**src/rtl/pee_pkg.sv**
```systemverilog
// ----------------------------------------------------------------------------
// pee_pkg : shared types and constants of the postfix expression evaluator
// Token codes, status codes, sequencer states and the divider request and
// response bundles.
// ----------------------------------------------------------------------------
package pee_pkg;

    localparam int DATA_W      = 32;
    localparam int OP_W        = 4;
    localparam int STATUS_W    = 2;
    localparam int IN_TDATA_W  = 40;   // op + value, padded to whole bytes
    localparam int OUT_TDATA_W = 32;
    localparam int OUT_TUSER_W = STATUS_W;
    localparam int DIV_CNT_W   = $clog2(DATA_W);

    typedef enum logic [OP_W-1:0] {
        OP_PUSH = 4'd0,
        OP_ADD  = 4'd1,
        OP_SUB  = 4'd2,
        OP_MUL  = 4'd3,
        OP_DIV  = 4'd4,
        OP_EQ   = 4'd5,
        OP_NE   = 4'd6,
        OP_LT   = 4'd7,
        OP_GT   = 4'd8,
        OP_LE   = 4'd9,
        OP_GE   = 4'd10,
        OP_AND  = 4'd11,
        OP_OR   = 4'd12,
        OP_XOR  = 4'd13,
        OP_NOT  = 4'd14,
        OP_NOP  = 4'd15
    } t_op;

    typedef enum logic [STATUS_W-1:0] {
        ST_OK    = 2'd0,
        ST_UNDER = 2'd1,
        ST_OVER  = 2'd2,
        ST_DIV0  = 2'd3
    } t_status;

    typedef enum logic [3:0] {
        S_IDLE,
        S_POP_R,
        S_POP_L,
        S_EXEC,
        S_DIV,
        S_PUSH,
        S_TOP,
        S_EMIT
    } t_state;

    typedef struct packed {
        logic              start;
        logic [DATA_W-1:0] dividend;
        logic [DATA_W-1:0] divisor;
    } t_div_req;

    typedef struct packed {
        logic              done;
        logic [DATA_W-1:0] quotient;
    } t_div_rsp;

endpackage

```
**src/rtl/pee_ram.sv**
```systemverilog
// ----------------------------------------------------------------------------
// pee_ram : generic single-port-write, single-port-read RAM
// One write and one read per cycle; the read data is registered and holds
// while no read is issued.
// ----------------------------------------------------------------------------
module pee_ram #(
    parameter int WIDTH = 32,
    parameter int DEPTH = 32
) (
    input  logic                     i_clk,
    input  logic                     i_we,
    input  logic [$clog2(DEPTH)-1:0] i_waddr,
    input  logic [WIDTH-1:0]         i_wdata,
    input  logic                     i_re,
    input  logic [$clog2(DEPTH)-1:0] i_raddr,
    output logic [WIDTH-1:0]         o_rdata
);

    logic [WIDTH-1:0] r_mem [DEPTH];
    logic [WIDTH-1:0] r_rdata;

    always_ff @(posedge i_clk) begin
        if (i_we) begin
            r_mem[i_waddr] <= i_wdata;
        end
        if (i_re) begin
            r_rdata <= r_mem[i_raddr];
        end
    end

    assign o_rdata = r_rdata;

endmodule

```
**src/rtl/pee_alu.sv**
```systemverilog
// ----------------------------------------------------------------------------
// pee_alu : combinational operator unit
// Add, subtract, low-word multiply, signed compares, bitwise logic and NOT.
// Division is handled by the iterative divider.
// ----------------------------------------------------------------------------
module pee_alu (
    input  pee_pkg::t_op                i_op,
    input  logic [pee_pkg::DATA_W-1:0]  i_lhs,
    input  logic [pee_pkg::DATA_W-1:0]  i_rhs,
    output logic [pee_pkg::DATA_W-1:0]  o_result
);
    import pee_pkg::*;

    logic [DATA_W-1:0] w_prod;
    logic              w_eq;
    logic              w_lt;

    assign w_prod = i_lhs * i_rhs;
    assign w_eq   = (i_lhs == i_rhs);
    assign w_lt   = ($signed(i_lhs) < $signed(i_rhs));

    always_comb begin
        unique case (i_op)
            OP_ADD:  o_result = i_lhs + i_rhs;
            OP_SUB:  o_result = i_lhs - i_rhs;
            OP_MUL:  o_result = w_prod;
            OP_EQ:   o_result = {{(DATA_W-1){1'b0}}, w_eq};
            OP_NE:   o_result = {{(DATA_W-1){1'b0}}, !w_eq};
            OP_LT:   o_result = {{(DATA_W-1){1'b0}}, w_lt};
            OP_GT:   o_result = {{(DATA_W-1){1'b0}}, !w_lt && !w_eq};
            OP_LE:   o_result = {{(DATA_W-1){1'b0}}, w_lt || w_eq};
            OP_GE:   o_result = {{(DATA_W-1){1'b0}}, !w_lt};
            OP_AND:  o_result = i_lhs & i_rhs;
            OP_OR:   o_result = i_lhs | i_rhs;
            OP_XOR:  o_result = i_lhs ^ i_rhs;
            OP_NOT:  o_result = ~i_lhs;
            default: o_result = '0;
        endcase
    end

endmodule

```
**src/rtl/pee_div.sv**
```systemverilog
// ----------------------------------------------------------------------------
// pee_div : iterative signed divider, truncating toward zero
// Restoring division on magnitudes, one quotient bit per cycle. The divisor
// must be non-zero; done pulses for one cycle when the quotient is ready.
// ----------------------------------------------------------------------------
module pee_div (
    input  logic              i_clk,
    input  logic              i_rst_n,
    input  pee_pkg::t_div_req i_req,
    output pee_pkg::t_div_rsp o_rsp
);
    import pee_pkg::*;

    logic                 r_busy;
    logic                 r_done;
    logic [DIV_CNT_W-1:0] r_cnt;
    logic [DATA_W-1:0]    r_rem;
    logic [DATA_W-1:0]    r_quo;
    logic [DATA_W-1:0]    r_den;
    logic                 r_neg;

    logic [DATA_W:0]      w_shift;
    logic [DATA_W:0]      w_diff;
    logic                 w_fits;
    logic [DATA_W-1:0]    w_mag_a;
    logic [DATA_W-1:0]    w_mag_b;

    assign w_mag_a = i_req.dividend[DATA_W-1] ? (DATA_W'(0) - i_req.dividend)
                                              : i_req.dividend;
    assign w_mag_b = i_req.divisor[DATA_W-1]  ? (DATA_W'(0) - i_req.divisor)
                                              : i_req.divisor;

    assign w_shift = {r_rem, r_quo[DATA_W-1]};
    assign w_diff  = w_shift - {1'b0, r_den};
    assign w_fits  = !w_diff[DATA_W];

    always_ff @(posedge i_clk) begin
        if (!i_rst_n) begin
            r_busy <= 1'b0;
            r_done <= 1'b0;
        end else begin
            r_done <= r_busy && (r_cnt == '0);
            if (i_req.start) begin
                r_busy <= 1'b1;
            end else if (r_cnt == '0) begin
                r_busy <= 1'b0;
            end
        end
    end

    always_ff @(posedge i_clk) begin
        if (i_req.start) begin
            r_cnt <= DIV_CNT_W'(DATA_W - 1);
            r_rem <= '0;
            r_quo <= w_mag_a;
            r_den <= w_mag_b;
            r_neg <= i_req.dividend[DATA_W-1] ^ i_req.divisor[DATA_W-1];
        end else if (r_busy) begin
            r_cnt <= r_cnt - DIV_CNT_W'(1);
            r_rem <= w_fits ? w_diff[DATA_W-1:0] : w_shift[DATA_W-1:0];
            r_quo <= {r_quo[DATA_W-2:0], w_fits};
        end
    end

    assign o_rsp.done     = r_done;
    assign o_rsp.quotient = r_neg ? (DATA_W'(0) - r_quo) : r_quo;

endmodule

```
**src/rtl/postfix_expression_evaluator.sv**
```systemverilog
// ----------------------------------------------------------------------------
// postfix_expression_evaluator : postfix token evaluator on a RAM stack
// Evaluates a stream of postfix tokens on an operand stack of signed 32-bit
// integers and returns the stack top and a sticky status at the last token.
// ----------------------------------------------------------------------------
// The block takes one token per input beat and works on it until it is done
// before it accepts the next. A push writes the value to the stack; NOT does
// one stack read, a compute step and a write back, and every binary operator
// other than divide does two stack reads through the one read port of the
// stack RAM, a compute step and a write back; a divide waits on the 32-step
// iterative divider, and a divide by zero skips it. A token marked last then
// reads the stack top and loads the result register, waiting only while an
// earlier result beat is still waiting to be taken. The result register parts
// the two sides, so tokens are accepted while a result waits downstream. Every
// expression starts with a single zero on the stack; a flag marks the bottom
// entry as reading zero until it is written, so no clearing pass is needed
// after reset or between expressions. Errors are sticky: the first of stack
// underflow (a missing operand reads as zero), stack overflow (the push is
// dropped) or divide by zero (the quotient is zero) is reported with the
// result.
// ----------------------------------------------------------------------------
module postfix_expression_evaluator #(
    parameter int STACK_DEPTH = 32
) (
    input  logic                                i_clk,
    input  logic                                i_rst_n,
    // Token beats
    input  logic                                s_axis_tvalid,
    output logic                                s_axis_tready,
    input  logic [pee_pkg::IN_TDATA_W-1:0]      s_axis_tdata,  // [3:0] op, [35:4] value
    input  logic                                s_axis_tlast,  // last_token
    // Result beats
    output logic                                m_axis_tvalid,
    input  logic                                m_axis_tready,
    output logic [pee_pkg::OUT_TDATA_W-1:0]     m_axis_tdata,  // [31:0] result
    output logic [pee_pkg::OUT_TUSER_W-1:0]     m_axis_tuser   // [1:0] status
);
    import pee_pkg::*;

    localparam int AW = $clog2(STACK_DEPTH);
    localparam int CW = $clog2(STACK_DEPTH + 1);

    // Sequencer and stack bookkeeping.
    t_state            r_state, n_state;
    t_op               r_op;
    logic              r_last;
    logic [CW-1:0]     r_count, n_count;
    t_status           r_status, n_status;
    logic              r_base_zero, n_base_zero;  // bottom entry reads as zero
    logic              r_pop_zero, n_pop_zero;    // last read yields zero
    logic [DATA_W-1:0] r_rhs, n_rhs;
    logic [DATA_W-1:0] r_res, n_res;

    // Result register.
    logic              r_out_valid, n_out_valid;
    logic [DATA_W-1:0] r_out_result, n_out_result;
    t_status           r_out_status, n_out_status;

    // Stack RAM port.
    logic              ram_we;
    logic [AW-1:0]     ram_waddr;
    logic [DATA_W-1:0] ram_wdata;
    logic              ram_re;
    logic [AW-1:0]     ram_raddr;
    logic [DATA_W-1:0] ram_rdata;

    logic              in_accept;
    t_op               in_op;
    logic              out_free;
    logic [CW-1:0]     cnt_m1;
    logic [DATA_W-1:0] rd_val;
    logic [DATA_W-1:0] alu_result;
    t_div_req          div_req;
    t_div_rsp          div_rsp;

    assign s_axis_tready = (r_state == S_IDLE);
    assign in_accept     = s_axis_tvalid && s_axis_tready;
    assign in_op         = t_op'(s_axis_tdata[OP_W-1:0]);
    assign out_free      = !r_out_valid || m_axis_tready;
    assign cnt_m1        = r_count - CW'(1);

    // The value of the entry read in the previous state; an empty-stack pop
    // and an unwritten bottom entry both read as zero.
    assign rd_val = r_pop_zero ? '0 : ram_rdata;

    pee_ram #(
        .WIDTH (DATA_W),
        .DEPTH (STACK_DEPTH)
    ) u_stack (
        .i_clk   (i_clk),
        .i_we    (ram_we),
        .i_waddr (ram_waddr),
        .i_wdata (ram_wdata),
        .i_re    (ram_re),
        .i_raddr (ram_raddr),
        .o_rdata (ram_rdata)
    );

    // The left operand arrives straight from the RAM; the right one was
    // captured into a register in the state before. NOT sees its operand on the left input.
    pee_alu u_alu (
        .i_op     (r_op),
        .i_lhs    (rd_val),
        .i_rhs    (r_rhs),
        .o_result (alu_result)
    );

    pee_div u_div (
        .i_clk   (i_clk),
        .i_rst_n (i_rst_n),
        .i_req   (div_req),
        .o_rsp   (div_rsp)
    );

    // Next state.
    always_comb begin
        n_state = r_state;
        unique case (r_state)
            S_IDLE: begin
                if (in_accept) begin
                    unique case (in_op) inside
                        OP_PUSH: n_state = S_PUSH;
                        OP_ADD, OP_SUB, OP_MUL, OP_DIV, OP_EQ, OP_NE, OP_LT,
                        OP_GT, OP_LE, OP_GE, OP_AND, OP_OR, OP_XOR,
                        OP_NOT:  n_state = S_POP_R;
                        default: n_state = s_axis_tlast ? S_TOP : S_IDLE;
                    endcase
                end
            end
            S_POP_R: n_state = (r_op == OP_NOT) ? S_EXEC : S_POP_L;
            S_POP_L: n_state = S_EXEC;
            S_EXEC:  n_state = (r_op == OP_DIV && r_rhs != '0) ? S_DIV : S_PUSH;
            S_DIV:   n_state = div_rsp.done ? S_PUSH : S_DIV;
            S_PUSH:  n_state = r_last ? S_TOP : S_IDLE;
            S_TOP:   n_state = S_EMIT;
            S_EMIT:  n_state = out_free ? S_IDLE : S_EMIT;
            default: n_state = S_IDLE;
        endcase
    end

    // Datapath and stack control. A pop reads entry count-1 and the data is
    // used in the following state; reads and writes never fall in the same
    // cycle, so no forwarding is needed.
    always_comb begin
        n_count      = r_count;
        n_status     = r_status;
        n_base_zero  = r_base_zero;
        n_pop_zero   = r_pop_zero;
        n_rhs        = r_rhs;
        n_res        = r_res;
        n_out_valid  = r_out_valid && !m_axis_tready;
        n_out_result = r_out_result;
        n_out_status = r_out_status;
        ram_we       = 1'b0;
        ram_waddr    = r_count[AW-1:0];
        ram_wdata    = r_res;
        ram_re       = 1'b0;
        ram_raddr    = cnt_m1[AW-1:0];
        div_req      = '{start: 1'b0, dividend: rd_val, divisor: r_rhs};

        unique case (r_state)
            S_IDLE: begin
                if (in_accept) begin
                    n_res = s_axis_tdata[OP_W +: DATA_W];
                end
            end
            S_POP_R, S_POP_L, S_TOP: begin
                if (r_state == S_POP_L) begin
                    n_rhs = rd_val;
                end
                if (r_count == '0) begin
                    n_pop_zero = 1'b1;
                    if (r_status == ST_OK) begin
                        n_status = ST_UNDER;
                    end
                end else begin
                    ram_re     = 1'b1;
                    n_pop_zero = (cnt_m1 == '0) && r_base_zero;
                    if (r_state != S_TOP) begin
                        n_count = cnt_m1;
                    end
                end
            end
            S_EXEC: begin
                if (r_op == OP_DIV) begin
                    n_res = '0;
                    if (r_rhs == '0) begin
                        if (r_status == ST_OK) begin
                            n_status = ST_DIV0;
                        end
                    end else begin
                        div_req.start = 1'b1;
                    end
                end else begin
                    n_res = alu_result;
                end
            end
            S_DIV: begin
                if (div_rsp.done) begin
                    n_res = div_rsp.quotient;
                end
            end
            S_PUSH: begin
                if (r_count < CW'(STACK_DEPTH)) begin
                    ram_we  = 1'b1;
                    n_count = r_count + CW'(1);
                    if (r_count == '0) begin
                        n_base_zero = 1'b0;
                    end
                end else if (r_status == ST_OK) begin
                    n_status = ST_OVER;
                end
            end
            S_EMIT: begin
                if (out_free) begin
                    n_out_valid  = 1'b1;
                    n_out_result = rd_val;
                    n_out_status = r_status;
                    // Back to a single zero on the stack.
                    n_count      = CW'(1);
                    n_status     = ST_OK;
                    n_base_zero  = 1'b1;
                end
            end
            default: begin
            end
        endcase
    end

    always_ff @(posedge i_clk) begin
        if (!i_rst_n) begin
            r_state     <= S_IDLE;
            r_count     <= CW'(1);
            r_status    <= ST_OK;
            r_base_zero <= 1'b1;
            r_out_valid <= 1'b0;
        end else begin
            r_state     <= n_state;
            r_count     <= n_count;
            r_status    <= n_status;
            r_base_zero <= n_base_zero;
            r_out_valid <= n_out_valid;
        end
    end

    always_ff @(posedge i_clk) begin
        if (in_accept) begin
            r_op   <= in_op;
            r_last <= s_axis_tlast;
        end
        r_pop_zero   <= n_pop_zero;
        r_rhs        <= n_rhs;
        r_res        <= n_res;
        r_out_result <= n_out_result;
        r_out_status <= n_out_status;
    end

    assign m_axis_tvalid = r_out_valid;
    assign m_axis_tdata  = r_out_result;
    assign m_axis_tuser  = r_out_status;

    // The stack never holds more entries than it has room for.
    a_count_bound: assert property (@(posedge i_clk) disable iff (!i_rst_n)
        r_count <= CW'(STACK_DEPTH))
        else $error("stack count beyond depth");

    // The sequencer never reads and writes the stack RAM in the same cycle.
    a_no_rw_overlap: assert property (@(posedge i_clk) disable iff (!i_rst_n)
        !(ram_we && ram_re))
        else $error("stack read and write overlap");

    // Once recorded, an error stays until the result is handed over.
    a_status_sticky: assert property (@(posedge i_clk) disable iff (!i_rst_n)
        (r_status != ST_OK && !(r_state == S_EMIT && out_free))
        |=> (r_status == $past(r_status)))
        else $error("sticky status changed");

    // Handing over a result returns the stack to a single zero entry.
    a_expr_restart: assert property (@(posedge i_clk) disable iff (!i_rst_n)
        (r_state == S_EMIT && out_free)
        |=> (r_count == CW'(1) && r_status == ST_OK && r_base_zero && r_out_valid))
        else $error("stack not restarted after result");

    // The divider only completes while the sequencer waits for it.
    a_div_done: assert property (@(posedge i_clk) disable iff (!i_rst_n)
        div_rsp.done |-> (r_state == S_DIV))
        else $error("divider done outside divide state");

endmodule
```
**config.mk**
```make
export PLATFORM = sky130hd
export DESIGN_NAME = postfix_expression_evaluator
export DESIGN_NICKNAME = d
export VERILOG_FILES = /design/src/rtl/pee_pkg.sv /design/src/rtl/pee_ram.sv /design/src/rtl/pee_alu.sv /design/src/rtl/pee_div.sv /design/src/rtl/postfix_expression_evaluator.sv
export SDC_FILE = /design/constraint.sdc
export NUM_CORES = 2
export LEC_CHECK = 0
export BUFFER_PORTS_ARGS = -buffer_cell sky130_fd_sc_hd__buf_2
export CAP_MARGIN = 20
export CORE_ASPECT_RATIO = 0.5
export CORE_MARGIN = 4
export CORE_UTILIZATION = 62
export CTS_CLUSTER_SIZE = 30
export DETAILED_ROUTE_END_ITERATION = 16
export GPL_ROUTABILITY_DRIVEN = 1
export PLACE_DENSITY = 0.78
export SYNTH_ARGS = -nofsm -noshare
export SYNTH_HDL_FRONTEND = slang
export SYNTH_SLANG_ARGS = --single-unit
```
**constraint.sdc**
```tcl
create_clock -name i_clk -period 14.6 [get_ports i_clk]
set_input_delay 0.73 -clock i_clk [delete_from_list [all_inputs] [get_ports i_clk]]
set_output_delay 0.73 -clock i_clk [all_outputs]
set_load 0.05 [all_outputs]
```
==> results.py <==
metrics = {
    "placement": {
        "hpwl_mm": 145,
        "gp_congestion": 1.01,
        "port_buffers": 76,
    },
    "global_route": {
        "first_global_vias": 48800,
        "groute.usage.overall_pct": 39.3,
        "grt_start_max_net_pins": 109,
        "antenna_found_initial": 13,
        "grt_residual_overflow": 0,
        "grt_first_pass_wirelength_mm": 347,
    },
    "sta": {
        "maxClockFrequency_mhz": 101,
        "fin_worst_skew_ps": 105,
        "final.period_utilization_pct": 67.8,
        "rsz_0062_raised_after_global_routing": "false",
        "setup_violations": 0,
        "final_hold_viol_count": 0,
        "timing_worst_slew_pin_value_ps": 1230,
        "drv_slew": 0,
        "tns_ps": 0,
        "period_needed_ps": 9900,
        "headroom_to_the_max_slew_limit_pct": 17.4,
    },
    "clock_tree": {
        "cts_root_buf": "sky130_fd_sc_hd__clkbuf_16",
        "clock_tree.buffer_depth": 3,
        "htree_num_levels": 3,
        "worst_skew_pair_latency_ps": 770,
        "cts_inserted_buffers": 105,
        "cts_hold_repair.buffers": 0,
        "cts.repair.resized": 0,
        "clk_pin_slew_worst_paths_ps": 70,
        "cts.sinks": 1277,
        "post_cts.repair.setup_buffers": 0,
        "tritoncts": "yes",
    },
    "logic_synthesis": {
        "post_synth.cell_area_avg_um2": 13.7,
        "synth.distinct_cells": 95,
        "synth.yosys.warnings": 0,
        "predominant_post_synthesis_flop_cell": "sky130_fd_sc_hd__edfxtp_1",
        "synth.net_count": 6006,
        "post_synth_instance_area_um2": 72500,
        "synthArstFlopShare_pct": 0,
        "synth_seq_cells": 1277,
        "synth-edff-count": 1225,
        "synth_seq_area_share_pct": 52.1,
        "syn-instance-count": 5290,
    },
    "worst_setup_path": {
        "endpoint_kind": "flop",
        "timing.critical_path.from_type": "flop",
        "timing.critical_path.mode_cell": "sky130_fd_sc_hd__fa_1",
        "critPathArrivalTime_ps": 10370,
        "reg2reg_depth": 28,
        "worst-path-max-fanout": 49,
        "critical_path_class": "flop to flop",
        "worst_ep_required_time_ps": 15070,
        "critical-path-slowest-cell": "sky130_fd_sc_hd__inv_1",
        "slowest_delay_ps": 640,
    },
    "floorplan": {
        "floorplan.die_area_um2": 123000,
        "initial_utilization_pct": 62.7,
        "ioPinCount": 81,
        "placeableCoreArea_um2": 116000,
        "rows": 88,
        "die_width_um": 492,
        "floorplan.die.height_um": 250,
    },
    "layout": {
        "layout_common_cells": "sky130_fd_sc_hd__edfxtp_1, sky130_fd_sc_hd__inv_1, sky130_fd_sc_hd__nor2_1",
        "layout.filler_cells": 7532,
        "layout.nets": 6037,
        "layout.core_utilization_pct": 68.0,
        "final_layout_size_suffix_gt1_share_pct": 15.2,
        "area.growth.synth_to_final_pct": 8.49,
        "final_common_cell": "sky130_fd_sc_hd__edfxtp_1",
    },
    "routing": {
        "detail_route.first_pass.iterations": 8,
        "ant_nets": 0,
        "vias_per_cell": 6.98,
        "vias": 48700,
        "routed_wirelength_mm": 240,
        "drt_first_iter_violations": 7740,
        "avgRoutedWirePerCell_um": 34.4,
        "number_of_remaining_drc_errors": 0,
    },
    "outcome": {
        "outcome": "finished clean",
    },
    "flow_run": {
        "timing.max_cap.violations": 0,
    },
    "worst_hold_path": {
        "min_path_cells": 1,
        "hold_class": "input port to flop",
    },
}
-- metrics by stage --
step	std cells	worst slack, ps	hold slack, ps	area [um2]
floorplan	5290	6520	432	72500
global placement	6781	5000	452	75100
detailed placement	6781	4930	448	75100
CTS	6976	4930	197	78500
global route	6984	4340	217	78700
finish	6987	4700	231	78700
-- Yosys cell counts (all sizes together) (33+ instances only) --
| cell | instances | share of area [%] |
|---|---|---|
| a21o | 47 | 0.49 |
| a21oi | 146 | 1.0 |
| buf | 55 | 0.35 |
| clkbuf | 231 | 1.2 |
| dfxtp | 52 | 1.4 |
| edfxtp | 1225 | 51 |
| fa | 411 | 11 |
| ha | 260 | 4.5 |
| inv | 518 | 2.7 |
| mux2 | 38 | 0.59 |
| mux4 | 320 | 9.9 |
| nand2 | 389 | 2.0 |
| nand3 | 38 | 0.26 |
| nor2 | 461 | 2.4 |
| nor2b | 60 | 0.52 |
| nor3 | 47 | 0.32 |
| o21a | 33 | 0.34 |
| o21ai | 190 | 1.3 |
| o22ai | 39 | 0.34 |
| o31ai | 67 | 0.70 |
| xnor2 | 135 | 1.6 |
| xor2 | 58 | 0.70 |
-- worst max-delay path: cells and delay by family, from the launching register on --
kind	cells	cell delay, ps
AO/OA/AOI/OAI	7	2540
adder cells (fa/ha/maj)	9	4320
buffers and inverters	8	1930
flip-flops	1	350
AND/OR/NAND/NOR	4	460
-- registers in the layout (all words and copies together), names as in the netlist --
register,flops
u_div.r_rem,32
r_res,32
r_pop_zero,1
r_base_zero,1
m_axis_tdata,32
u_div.r_busy,1
u_div.r_quo,32
r_count,6
u_div.r_neg,1
r_op,4
u_stack.o_rdata,32
r_state,3
r_rhs,32
m_axis_tuser,2
u_div.r_den,32
r_last,1
u_div.r_done,1
r_status,2
m_axis_tvalid,1
u_div.r_cnt,5
u_stack.r_mem,1024
-- logic make-up after synthesis --
logic type / share of synthesized area (%)
DFF: 52.1
xor gates and xnor gates: 2.49
AOI/OAI and AO/OA: 7.19
buffers and inverters: 4.28
adders and majority gates: 15.8
muxes: 11.0
and+or+nand+nor: 7.12
-- final timing paths --
| check | start | to | slack (ps) |
|---|---|---|---|
| worst min-delay path | s_axis_tdata[1] | r_op[1]$_DFFE_PP_ | 230 |
| worst max-delay path | r_pop_zero$_SDFFCE_PP1N_ | r_res[29]$_DFFE_PP_ | 4700 |
| worst min register to register | r_status[0]$_SDFFE_PN0P_ | m_axis_tuser[0]$_DFFE_PP_ | 470 |
| worst max register to register | r_pop_zero$_SDFFCE_PP1N_ | r_res[29]$_DFFE_PP_ | 4700 |
-- cell type report --
cell class / instances / area, um2 / share of cell area [%]
repair buffers: 210 / 1500 / 1.91
multi-input cells: 3198 / 32000 / 40.6
inverters: 529 / 1990 / 2.52
clock buffers: 120 / 2730 / 3.46
diodes: 3 / 7.51 / 0.00954
well taps: 1575 / 1970 / 2.50
flip-flops and latches: 1277 / 37800 / 48.1
clock inverters: 75 / 716 / 0.909
-- routing by layer --
layer  track usage (%)  share of wire [%]  vias up
met5                 0              0.049        -
met4              19.0                6.1       12
met3              11.6                 14      758
met2              59.1                 45     3981
met1              53.2                 36    24700
li1                  -                  -    19300
Power is not shown: default switching activity piles up to over one toggle a cycle in this logic, so the estimate is an artifact.
